## config.mk

```make
export PLATFORM = sky130hd
export DESIGN_NAME = length_prefixed_message_deframer_core
export DESIGN_NICKNAME = d
export VERILOG_FILES = /design/src/design/lpmd_pkg.sv /design/src/design/length_prefixed_message_deframer_core.sv
export SDC_FILE = /design/constraint.sdc
export NUM_CORES = 1
export LEC_CHECK = 0
export BUFFER_PORTS_ARGS = -buffer_cell sky130_fd_sc_hd__clkbuf_2
export CORE_MARGIN = 2
export CORE_UTILIZATION = 67
export DETAILED_ROUTE_END_ITERATION = 8
export PLACE_DENSITY_LB_ADDON = 0.08
export SLEW_MARGIN = 20
export SYNTH_ARGS = -nofsm -noshare
export SYNTH_HDL_FRONTEND = slang
export SYNTH_SLANG_ARGS = --single-unit
```

## constraint.sdc

```tcl
create_clock -name clock -period 30.1 [get_ports clock]
set_clock_uncertainty 0.15 [all_clocks]
set_input_delay 4.515 -clock clock [delete_from_list [all_inputs] [get_ports clock]]
set_output_delay 4.515 -clock clock [all_outputs]
set_load 0.05 [all_outputs]
```

## src/design/lpmd_pkg.sv

```systemverilog
// Shared types and constants for the length-prefixed message deframer.
package lpmd_pkg;

   localparam int unsigned QueueDepth = 4;
   localparam int unsigned QueuePtrW  = $clog2(QueueDepth);
   localparam int unsigned QueueCntW  = $clog2(QueueDepth + 1);

   localparam logic [16:0] MAX_LEN_RESET = 17'd4096;

   typedef enum logic [3:0] {
      PH_LEN     = 4'd0,
      PH_IP      = 4'd1,
      PH_PORT    = 4'd2,
      PH_TLEN    = 4'd3,
      PH_TOPIC   = 4'd4,
      PH_TYPE    = 4'd5,
      PH_CLEN    = 4'd6,
      PH_CONTENT = 4'd7,
      PH_SKIP    = 4'd8
   } phase_type;

   localparam logic [1:0] KIND_TOPIC   = 2'd0;
   localparam logic [1:0] KIND_CONTENT = 2'd1;
   localparam logic [1:0] KIND_SUMMARY = 2'd2;
   localparam logic [1:0] KIND_LEN_ERR = 2'd3;

   localparam logic [2:0] ST_OK         = 3'd0;
   localparam logic [2:0] ST_HDR_CUT    = 3'd1;
   localparam logic [2:0] ST_TOPIC_OVR  = 3'd2;
   localparam logic [2:0] ST_CONT_OVR   = 3'd3;
   localparam logic [2:0] ST_CONT_SHORT = 3'd4;
   localparam logic [2:0] ST_BAD_SIGN   = 3'd5;
   localparam logic [2:0] ST_BAD_TYPE   = 3'd6;

   localparam logic [7:0] TYPE_INT    = 8'd0;
   localparam logic [7:0] TYPE_SREAL  = 8'd1;
   localparam logic [7:0] TYPE_FLOAT  = 8'd2;
   localparam logic [7:0] TYPE_STRING = 8'd3;
   localparam logic [7:0] TYPE_NONE   = 8'd255;

   typedef struct packed {
      logic [1:0]  kind;
      logic [7:0]  data_byte;
      logic [31:0] src_addr;
      logic [15:0] src_port;
      logic [7:0]  topic_length;
      logic [7:0]  data_type;
      logic [15:0] content_length;
      logic [2:0]  status;
      logic        value_negative;
      logic [31:0] value_magnitude;
      logic [7:0]  decimal_power;
      logic        last;
   } result_type;

endpackage

```

## src/design/length_prefixed_message_deframer_core.sv

```systemverilog
// Length-prefixed message deframer: byte parser, result queue and limit register.
// A request accepted into the input register is parsed once the result queue has room for
//    two results; its results are then written into the queue and offered on rsp_.
// Throughput: one byte per cycle while the result queue has room for two results; a
//    byte that yields two (final content byte plus summary) needs two queue slots.
// Reset (synchronous, active high) empties the input stage and result queue, sets
//    the parser to await a length prefix and the payload limit to 4096.
module length_prefixed_message_deframer_core (
   input  logic        clock,
   input  logic        reset,
   // request channel
   input  logic        req_valid,
   output logic        req_stall,
   input  logic [7:0]  req_stream_byte,
   // result channel
   output logic        rsp_valid,
   input  logic        rsp_stall,
   output logic [1:0]  rsp_kind,
   output logic [7:0]  rsp_data_byte,
   output logic [31:0] rsp_src_addr,
   output logic [15:0] rsp_src_port,
   output logic [7:0]  rsp_topic_length,
   output logic [7:0]  rsp_data_type,
   output logic [15:0] rsp_content_length,
   output logic [2:0]  rsp_status,
   output logic        rsp_value_negative,
   output logic [31:0] rsp_value_magnitude,
   output logic [7:0]  rsp_decimal_power,
   output logic        rsp_last,
   // configuration
   input  logic        csr_wr_en,
   input  logic [16:0] csr_max_payload_len
);
   import lpmd_pkg::*;

   // ---------------------------------------------------------------------------
   // Input register: holds one request until the parser has room for its results.
   // ---------------------------------------------------------------------------
   logic        in_vld_ff, in_vld_in;
   logic [7:0]  in_byte_ff;
   logic        req_accept;
   logic        fire;

   // ---------------------------------------------------------------------------
   // Parser state
   // ---------------------------------------------------------------------------
   phase_type   phase_ff, phase_in;
   logic [2:0]  byte_idx_ff, byte_idx_in;
   logic [31:0] shift_ff, shift_in;
   logic [16:0] pay_left_ff, pay_left_in;
   logic [15:0] field_left_ff, field_left_in;
   logic [31:0] ip_ff, ip_in;
   logic [15:0] port_ff, port_in;
   logic [7:0]  tlen_ff, tlen_in;
   logic [7:0]  type_ff, type_in;
   logic [15:0] clen_ff, clen_in;
   logic [47:0] cap_ff, cap_in;
   logic [2:0]  err_ff, err_in;
   logic [16:0] max_len_ff;

   // ---------------------------------------------------------------------------
   // Result queue
   // ---------------------------------------------------------------------------
   result_type           q_ff [QueueDepth];
   logic [QueuePtrW-1:0] head_ff, tail_ff;
   logic [QueueCntW-1:0] cnt_ff;
   logic [1:0]           push_n;
   logic                 pop;
   result_type           res0, res1;

   // Parser working values
   logic [7:0]  b;
   logic [31:0] shift_nx;
   logic [2:0]  idx_nx;
   logic [15:0] cap_k;
   logic [7:0]  sign_b;
   result_type  summ;

   assign b          = in_byte_ff;
   // Room for two results is checked on the count alone, so rsp_stall never
   // reaches req_stall in the same cycle.
   assign fire       = in_vld_ff && (cnt_ff <= QueueCntW'(QueueDepth - 2));
   assign req_stall  = in_vld_ff && !fire;
   assign req_accept = req_valid && !req_stall;
   assign in_vld_in  = req_accept || (in_vld_ff && !fire);

   always_ff @(posedge clock) begin
      if (reset) begin
         in_vld_ff <= 1'b0;
      end else begin
         in_vld_ff <= in_vld_in;
      end
      if (req_accept) begin
         in_byte_ff <= req_stream_byte;
      end
   end

   // Payload limit register
   always_ff @(posedge clock) begin
      if (reset) begin
         max_len_ff <= MAX_LEN_RESET;
      end else if (csr_wr_en) begin
         max_len_ff <= csr_max_payload_len;
      end
   end

   // ---------------------------------------------------------------------------
   // One byte of parsing: next state plus up to two results.
   // ---------------------------------------------------------------------------
   always_comb begin
      phase_in      = phase_ff;
      byte_idx_in   = byte_idx_ff;
      shift_in      = shift_ff;
      pay_left_in   = pay_left_ff;
      field_left_in = field_left_ff;
      ip_in         = ip_ff;
      port_in       = port_ff;
      tlen_in       = tlen_ff;
      type_in       = type_ff;
      clen_in       = clen_ff;
      cap_in        = cap_ff;
      err_in        = err_ff;
      push_n        = 2'd0;
      res0          = '0;
      res1          = '0;
      summ          = '0;
      sign_b        = 8'd0;

      shift_nx = {shift_ff[23:0], b};
      idx_nx   = byte_idx_ff + 3'd1;
      cap_k    = clen_ff - field_left_ff;

      if (phase_ff == PH_LEN) begin
         // Gather the four prefix bytes, then check the length against the limit.
         shift_in    = shift_nx;
         byte_idx_in = idx_nx;
         if (idx_nx >= 3'd4) begin
            byte_idx_in   = 3'd0;
            shift_in      = '0;
            field_left_in = '0;
            ip_in         = '0;
            port_in       = '0;
            tlen_in       = '0;
            type_in       = TYPE_NONE;
            clen_in       = '0;
            cap_in        = '0;
            err_in        = ST_OK;
            if (shift_nx == 32'd0 || shift_nx > {15'd0, max_len_ff}) begin
               res0.kind = KIND_LEN_ERR;
               res0.last = 1'b1;
               push_n    = 2'd1;
            end else begin
               pay_left_in = shift_nx[16:0];
               phase_in    = PH_IP;
            end
         end
      end else begin
         if (pay_left_ff != 17'd0) begin
            pay_left_in = pay_left_ff - 17'd1;
         end

         unique case (phase_ff)
            PH_IP: begin
               shift_in    = shift_nx;
               byte_idx_in = idx_nx;
               if (idx_nx >= 3'd4) begin
                  ip_in       = shift_nx;
                  shift_in    = '0;
                  byte_idx_in = 3'd0;
                  phase_in    = PH_PORT;
               end
            end
            PH_PORT: begin
               shift_in    = shift_nx;
               byte_idx_in = idx_nx;
               if (idx_nx >= 3'd2) begin
                  port_in     = shift_nx[15:0];
                  shift_in    = '0;
                  byte_idx_in = 3'd0;
                  phase_in    = PH_TLEN;
               end
            end
            PH_TLEN: begin
               tlen_in = b;
               if ({9'd0, b} > pay_left_in) begin
                  err_in   = ST_TOPIC_OVR;
                  phase_in = PH_SKIP;
               end else if (b == 8'd0) begin
                  phase_in = PH_TYPE;
               end else begin
                  field_left_in = {8'd0, b};
                  phase_in      = PH_TOPIC;
               end
            end
            PH_TOPIC: begin
               res0.kind      = KIND_TOPIC;
               res0.data_byte = b;
               res0.last      = 1'b1;
               push_n         = 2'd1;
               if (field_left_ff != 16'd0) begin
                  field_left_in = field_left_ff - 16'd1;
               end
               if (field_left_in == 16'd0) begin
                  phase_in = PH_TYPE;
               end
            end
            PH_TYPE: begin
               type_in  = b;
               phase_in = PH_CLEN;
            end
            PH_CLEN: begin
               shift_in    = shift_nx;
               byte_idx_in = idx_nx;
               if (idx_nx >= 3'd2) begin
                  clen_in     = shift_nx[15:0];
                  shift_in    = '0;
                  byte_idx_in = 3'd0;
                  if ({1'b0, shift_nx[15:0]} > pay_left_in) begin
                     err_in   = ST_CONT_OVR;
                     phase_in = PH_SKIP;
                  end else begin
                     field_left_in = shift_nx[15:0];
                     phase_in = (shift_nx[15:0] != 16'd0) ? PH_CONTENT : PH_SKIP;
                  end
               end
            end
            PH_CONTENT: begin
               res0.kind      = KIND_CONTENT;
               res0.data_byte = b;
               res0.last      = 1'b1;
               push_n         = 2'd1;
               // Capture the first six content bytes, first byte in the top lane.
               if (cap_k < 16'd6) begin
                  case (cap_k[2:0])
                     3'd0:    cap_in[47:40] = cap_ff[47:40] | b;
                     3'd1:    cap_in[39:32] = cap_ff[39:32] | b;
                     3'd2:    cap_in[31:24] = cap_ff[31:24] | b;
                     3'd3:    cap_in[23:16] = cap_ff[23:16] | b;
                     3'd4:    cap_in[15:8]  = cap_ff[15:8]  | b;
                     default: cap_in[7:0]   = cap_ff[7:0]   | b;
                  endcase
               end
               if (field_left_ff != 16'd0) begin
                  field_left_in = field_left_ff - 16'd1;
               end
               if (field_left_in == 16'd0) begin
                  phase_in = PH_SKIP;
               end
            end
            default: begin
               // trailing payload bytes: drop
            end
         endcase

         if (pay_left_in == 17'd0) begin
            // Last payload byte: build the summary from the updated packet state.
            summ.kind           = KIND_SUMMARY;
            summ.last           = 1'b1;
            summ.src_addr       = ip_in;
            summ.src_port       = port_in;
            summ.topic_length   = tlen_in;
            summ.data_type      = type_in;
            summ.content_length = clen_in;
            sign_b              = cap_in[47:40];
            if (err_in != ST_OK) begin
               summ.status = err_in;
            end else if (phase_in >= PH_IP && phase_in <= PH_CLEN) begin
               summ.status = ST_HDR_CUT;
            end else if (type_in == TYPE_INT || type_in == TYPE_FLOAT) begin
               if (clen_in < ((type_in == TYPE_INT) ? 16'd5 : 16'd6)) begin
                  summ.status = ST_CONT_SHORT;
               end else if (sign_b > 8'd1) begin
                  summ.status = ST_BAD_SIGN;
               end else begin
                  summ.value_negative  = sign_b[0];
                  summ.value_magnitude = cap_in[39:8];
                  summ.decimal_power   = (type_in == TYPE_FLOAT) ? cap_in[7:0] : 8'd0;
               end
            end else if (type_in == TYPE_SREAL) begin
               if (clen_in < 16'd2) begin
                  summ.status = ST_CONT_SHORT;
               end else begin
                  summ.value_magnitude = {16'd0, cap_in[47:32]};
                  summ.decimal_power   = 8'd2;
               end
            end else if (type_in != TYPE_STRING) begin
               summ.status = ST_BAD_TYPE;
            end

            if (push_n == 2'd1) begin
               res0.last = 1'b0;
               res1      = summ;
               push_n    = 2'd2;
            end else begin
               res0   = summ;
               push_n = 2'd1;
            end

            phase_in      = PH_LEN;
            byte_idx_in   = 3'd0;
            shift_in      = '0;
            field_left_in = '0;
            ip_in         = '0;
            port_in       = '0;
            tlen_in       = '0;
            type_in       = TYPE_NONE;
            clen_in       = '0;
            cap_in        = '0;
            err_in        = ST_OK;
         end
      end
   end

   always_ff @(posedge clock) begin
      if (reset) begin
         phase_ff      <= PH_LEN;
         byte_idx_ff   <= '0;
         shift_ff      <= '0;
         pay_left_ff   <= '0;
         field_left_ff <= '0;
         ip_ff         <= '0;
         port_ff       <= '0;
         tlen_ff       <= '0;
         type_ff       <= TYPE_NONE;
         clen_ff       <= '0;
         cap_ff        <= '0;
         err_ff        <= ST_OK;
      end else if (fire) begin
         phase_ff      <= phase_in;
         byte_idx_ff   <= byte_idx_in;
         shift_ff      <= shift_in;
         pay_left_ff   <= pay_left_in;
         field_left_ff <= field_left_in;
         ip_ff         <= ip_in;
         port_ff       <= port_in;
         tlen_ff       <= tlen_in;
         type_ff       <= type_in;
         clen_ff       <= clen_in;
         cap_ff        <= cap_in;
         err_ff        <= err_in;
      end
   end

   // ---------------------------------------------------------------------------
   // Result queue: two writes, one read per cycle.
   // ---------------------------------------------------------------------------
   logic [1:0]           push_eff;
   logic [QueuePtrW-1:0] tail_p1;

   assign pop      = rsp_valid && !rsp_stall;
   assign push_eff = fire ? push_n : 2'd0;
   assign tail_p1  = tail_ff + QueuePtrW'(1);

   always_ff @(posedge clock) begin
      for (int i = 0; i < QueueDepth; i++) begin
         if (push_eff != 2'd0 && tail_ff == QueuePtrW'(i)) begin
            q_ff[i] <= res0;
         end
         if (push_eff == 2'd2 && tail_p1 == QueuePtrW'(i)) begin
            q_ff[i] <= res1;
         end
      end
   end

   always_ff @(posedge clock) begin
      if (reset) begin
         head_ff <= '0;
         tail_ff <= '0;
         cnt_ff  <= '0;
      end else begin
         if (pop) begin
            head_ff <= head_ff + QueuePtrW'(1);
         end
         tail_ff <= tail_ff + QueuePtrW'(push_eff);
         cnt_ff  <= cnt_ff + QueueCntW'(push_eff) - QueueCntW'(pop);
      end
   end

   assign rsp_valid           = (cnt_ff != '0);
   assign rsp_kind            = q_ff[head_ff].kind;
   assign rsp_data_byte       = q_ff[head_ff].data_byte;
   assign rsp_src_addr        = q_ff[head_ff].src_addr;
   assign rsp_src_port        = q_ff[head_ff].src_port;
   assign rsp_topic_length    = q_ff[head_ff].topic_length;
   assign rsp_data_type       = q_ff[head_ff].data_type;
   assign rsp_content_length  = q_ff[head_ff].content_length;
   assign rsp_status          = q_ff[head_ff].status;
   assign rsp_value_negative  = q_ff[head_ff].value_negative;
   assign rsp_value_magnitude = q_ff[head_ff].value_magnitude;
   assign rsp_decimal_power   = q_ff[head_ff].decimal_power;
   assign rsp_last            = q_ff[head_ff].last;

`ifndef SYNTHESIS
   a_queue_bound: assert property (@(posedge clock) disable iff (reset)
      cnt_ff <= QueueCntW'(QueueDepth))
      else $error("result queue count exceeds depth");

   a_payload_live: assert property (@(posedge clock) disable iff (reset)
      phase_ff != PH_LEN |-> pay_left_ff != 17'd0)
      else $error("inside a payload with no bytes left");

   a_field_live: assert property (@(posedge clock) disable iff (reset)
      (phase_ff == PH_TOPIC || phase_ff == PH_CONTENT) |-> field_left_ff != 16'd0)
      else $error("topic or content phase with empty field");

   a_no_stall_empty: assert property (@(posedge clock) disable iff (reset)
      req_stall |-> cnt_ff > QueueCntW'(QueueDepth - 2))
      else $error("request stalled while queue has room");
`endif

endmodule

```

# Word-level counts from Yosys, hierarchy flattened
# Memories as Yosys holds them, arrays and structs flattened. A register that Yosys moved wholly into a read port is not among the register bits.
# Cells that the tools add are included.
# totals
inputBits	30
mem_count	1
reg_bits	228
ramBits	540
# memory_table
memory	depth	width	rd	rd_ports_with_merged_regs	write_ports	line_no	rtl
q_ff	4	135	1	1	2	length_prefixed_message_deframer_core.sv:64	result_type q_ff [QueueDepth];
# classes
muxes	155
n_addsub	9
reduce_logical	46
n_bitwise	10
n_lt_le_gt_ge	12
n_eq_ne	28
# ops
op	count
two-way mux 135 bit	10
two-way mux 16 bit	21
two-way mux 48 bit	6
OR reduction 135 bit	2
two-way mux 41 bit	4
two-way mux 32 bit	5
two-way mux 24 bit	6
two-way mux 134 bit	1
two-way mux 132 bit	1
two-way mux 8 bit	16
two-way mux 17 bit	5
case mux 16 bit (4 select lines)	1
two-way mux 3 bit	19
two-way mux 4 bit	13
OR 8 bit	6
case mux 24 bit (2 select lines)	1
two-way mux 40 bit	1
> comparator 32 x 17 -> 1 bit	1
zero test 16 bit	2
zero test 32 bit	1
nonzero test 16 bit	2
two-way mux 1 bit	28
case mux 4 bit (7 select lines)	1
two-way mux 2 bit	13
54 further kinds	94

# Longest topological paths before layout
# depth
depth_word	18
ltp_mapped	24
ltp_nobuf	20

# Worst setup path before layout
# OpenSTA, ideal clock, no wires.
# synth_timing
kind	flip-flop to flip-flop
start	register pay_left_ff[0]
end	memory q_ff[1][0] (netlist name) (enable)
period_less_slack_ps	13068
path_slack_ps	17032
n_path_buf	3
stages_incl_launch_ff	16
arrival_ps	12123
required_time_ps	29155
path_cell_list	dfxtp_1 > buf_2 > inv_1 > ha_1 > or3b_4 > nor4_4 > o211ai_1 > nor2_1 > nor3b_1 > and3_1 > buf_2 > ha_1 > clkbuf_1 > a21oi_1 > o22a_1 > nor3_1
# synth_lines
element	line_no	rtl
start: declaration	length_prefixed_message_deframer_core.sv:50	logic [16:0] pay_left_ff, pay_left_in;
start signal: assignment	length_prefixed_message_deframer_core.sv:332	pay_left_ff <= pay_left_in;
end: declaration	length_prefixed_message_deframer_core.sv:64	

==> reports/qor.txt <==
Status -> finished, final reports clean
Syn Inst Count -> 3023
H-tree levels -> 3
PostCTS Resize Cnt -> 0
Finished Cell Area -> 0.0393 mm^2
Tot Pwr -> 2.43 mW
Die Span X -> 234 um
RSZ-0062 raised after global routing -> false
Port Buffers -> 166
Crit-path max cell delay -> 1000 ps
Final nets -> 3177
Fraction of layout cells with a size suffix above 1 -> 0.163
Most frequent cells in the layout -> nor2_1, edfxtp_1, dfxtp_1, clkbuf_2, mux4_2
Element type at the critical path end -> output port
Sequential share of the synthesized area -> 0.586
Syn nets -> 3114
Vias per cell -> 6.61
PD cells -> 61.8 mW/mm^2
Peak VDD IR -> 0.0000523 V
Synth warn -> 0
Critical Path AT -> 3450 ps
Clk_lat worst skew -> 620 ps
Crit path max-delay cell type -> dfxtp_4
Asr flop ratio synth -> 0
Clock Pin Slew Worst Setup and Hold Paths -> 60 ps
Number of synthesized flops with an enable pin -> 539
Overall Global Routing Usage -> 0.346
Ys flop type -> edfxtp_1
Setup bufs post-CTS -> 0
DIE HEIGHT -> 234 um
Avg WL per Cell -> 24.4 um
Final Slew Violations -> 0
Final WL -> 93800 um
Via count -> 25400
CTS Buffer Depth -> 3
Worst hold-check path type -> flip-flop to flip-flop
Crit path time final -> 8110 ps
Final setup margin -> 21990 ps
Unique cell type count in the Yosys netlist -> 87
Footprint of the multi-input gates -> 0.0138 mm^2
Max Cap Viol -> 0
DP HPWL -> 58900 um
Rows -> 84
CP max FO -> 48
Clk root buf -> clkbuf_16
Total die area -> 0.0549 mm^2
I/O pin cnt -> 167
Worst Max-Slew Pin Slew -> 1130 ps
# clock sinks -> 770
Total core area -> 0.0526 mm^2
Buf/Inv on CP -> 2
Gpl congestion -> 0.936
Initial antenna violation count -> 1
Mapped Avg Cell Area -> 11.8 um^2
CP cell instances -> buf_4 > mux4_2 > clkbuf_2
Detailed Routing Iterations Pass 1 -> 6
Post-route ant nets -> 0
GRT Residual Overflow -> 0
Number of DRC markers in iteration 0 -> 2867
Placement Cell Area -> 0.0368 mm^2
Fill cells -> 3463
Setup TNS -> 0 ps
Commonest non-fill, non-tap cell in the layout -> nor2_1
Final Hold Vio Count -> 0
Largest delay share family, worst path -> buffers and inverters
Place WS -> 22530 ps
Worst rel slew slack -> 0.246
Layout area overhead -> 10.7%
Seq cells post-synth -> 770
Kind of critical path -> flip-flop to output port
Largest net degree at the start of global routing -> 136
Post-Synthesis Cell Area -> 0.0355 mm^2
CTS tree -> built
Endpoints failing setup -> 0
Critical path startpoint category -> flip-flop
Starting Density -> 0.676
CP required -> 25440 ps
Num CTS Buffers -> 77
FMAX -> 123 MHz
Final Cycle Share -> 0.270
First-pass GRT wire length -> 144000 um
Number of remaining DRC errors -> 0
Vias in the first global route -> 24900
Cts hold-fix bufs -> 0
Storage cell area -> 0.0208 mm^2
Leakage -> 12.7 nW
power by group:
group | leakage, nW | internal [mW] | switching [mW]
logic | 5.28 | 0.113 | 0.202
registers | 6.22 | 1.13 | 0.0317
clock network | 1.21 | 0.554 | 0.401
total | 12.7 | 1.79 | 0.635
per-stage QoR:
| stage | instances | hold slack (ps) | utilization |
|---|---|---|---|
| floorplan | 3023 | 282 | - |
| global placement | 3695 | 289 | 0.701 |
| detailed placement | 3695 | 295 | 0.701 |
| CTS | 3838 | 303 | 0.748 |
| global route | 3839 | 328 | 0.748 |
| finish | 3840 | 302 | 0.748 |
cells by family after synthesis:
logic type / Yosys count / share of synthesized area
compound gates: 450 / 0.0861
xor+xnor: 38 / 0.00936
fa+ha+maj: 61 / 0.0219
buf+inv: 279 / 0.0310
flops: 770 / 0.586
mux: 249 / 0.118
simple gates: 1176 / 0.148
layout make-up:
class                           instances  share of cell area
Sequential cell                       770               0.529
Tap cell                              688              0.0219
Timing Repair Buffer                  210              0.0303
Inverter                               53             0.00506
Clock buffer                          118              0.0564
Multi-Input combinational cell       1974               0.350
Antenna cell                            2            0.000127
Clock inverter                         25             0.00713
per-layer routing:
metal / track usage / up-vias / part of all wire
li1: - / 11200 / -
met1: 0.489 / 12700 / 0.40
met2: 0.547 / 1329 / 0.48
met3: 0.0660 / 170 / 0.097
met4: 0.115 / 0 / 0.029
met5: 0 / - / 0
worst register-to-register path, delay by kind of cell (launching register included):
kind                     cells  cell delay [ps]
AND/OR/NAND/NOR             10             3410
flip-flops                   1              420
buffers and inverters        2              470
adder cells (fa/ha/maj)      2              500
AO/OA/AOI/OAI                4             1930
sequential cells by signal, summed over array words and instances (netlist names), 4 cells and up, named ones only:
signal         flops
b                  8
cap_ff            48
clen_ff           16
field_left_ff     16
ip_ff             32
max_len_ff        17
pay_left_ff       17
phase_ff           4
port_ff           16
q_ff             540
shift_ff          24
tlen_ff            8
type_ff            8
cells in the mapped netlist (27+ instances only):
master / n / share of area
nor3_1: 29 / 0.0041
a21oi_1: 109 / 0.015
nand3_1: 47 / 0.0066
mux2i_1: 112 / 0.032
o21ai_0: 58 / 0.0082
and3_1: 41 / 0.0072
dfxtp_1: 231 / 0.13
nand2_1: 136 / 0.014
ha_1: 59 / 0.021
clkbuf_1: 169 / 0.018
inv_1: 53 / 0.0056
edfxtp_1: 539 / 0.46
a22oi_1: 123 / 0.026
nor2_1: 746 / 0.079
buf_2: 27 / 0.0038
mux4_2: 135 / 0.086
worst paths after layout:
path,depth (start not counted),endpoint,from,slack (ps)
max,3,rsp_src_port[1],flip-flop,21990
min,2,cap_ff[32],cap_ff[32],300
max reg2reg,18,q_ff[3][9],pay_left_ff[0],23030
min reg2reg,2,cap_ff[32],cap_ff[32],300
No activity file was read; power rests on OpenSTA's default activity.
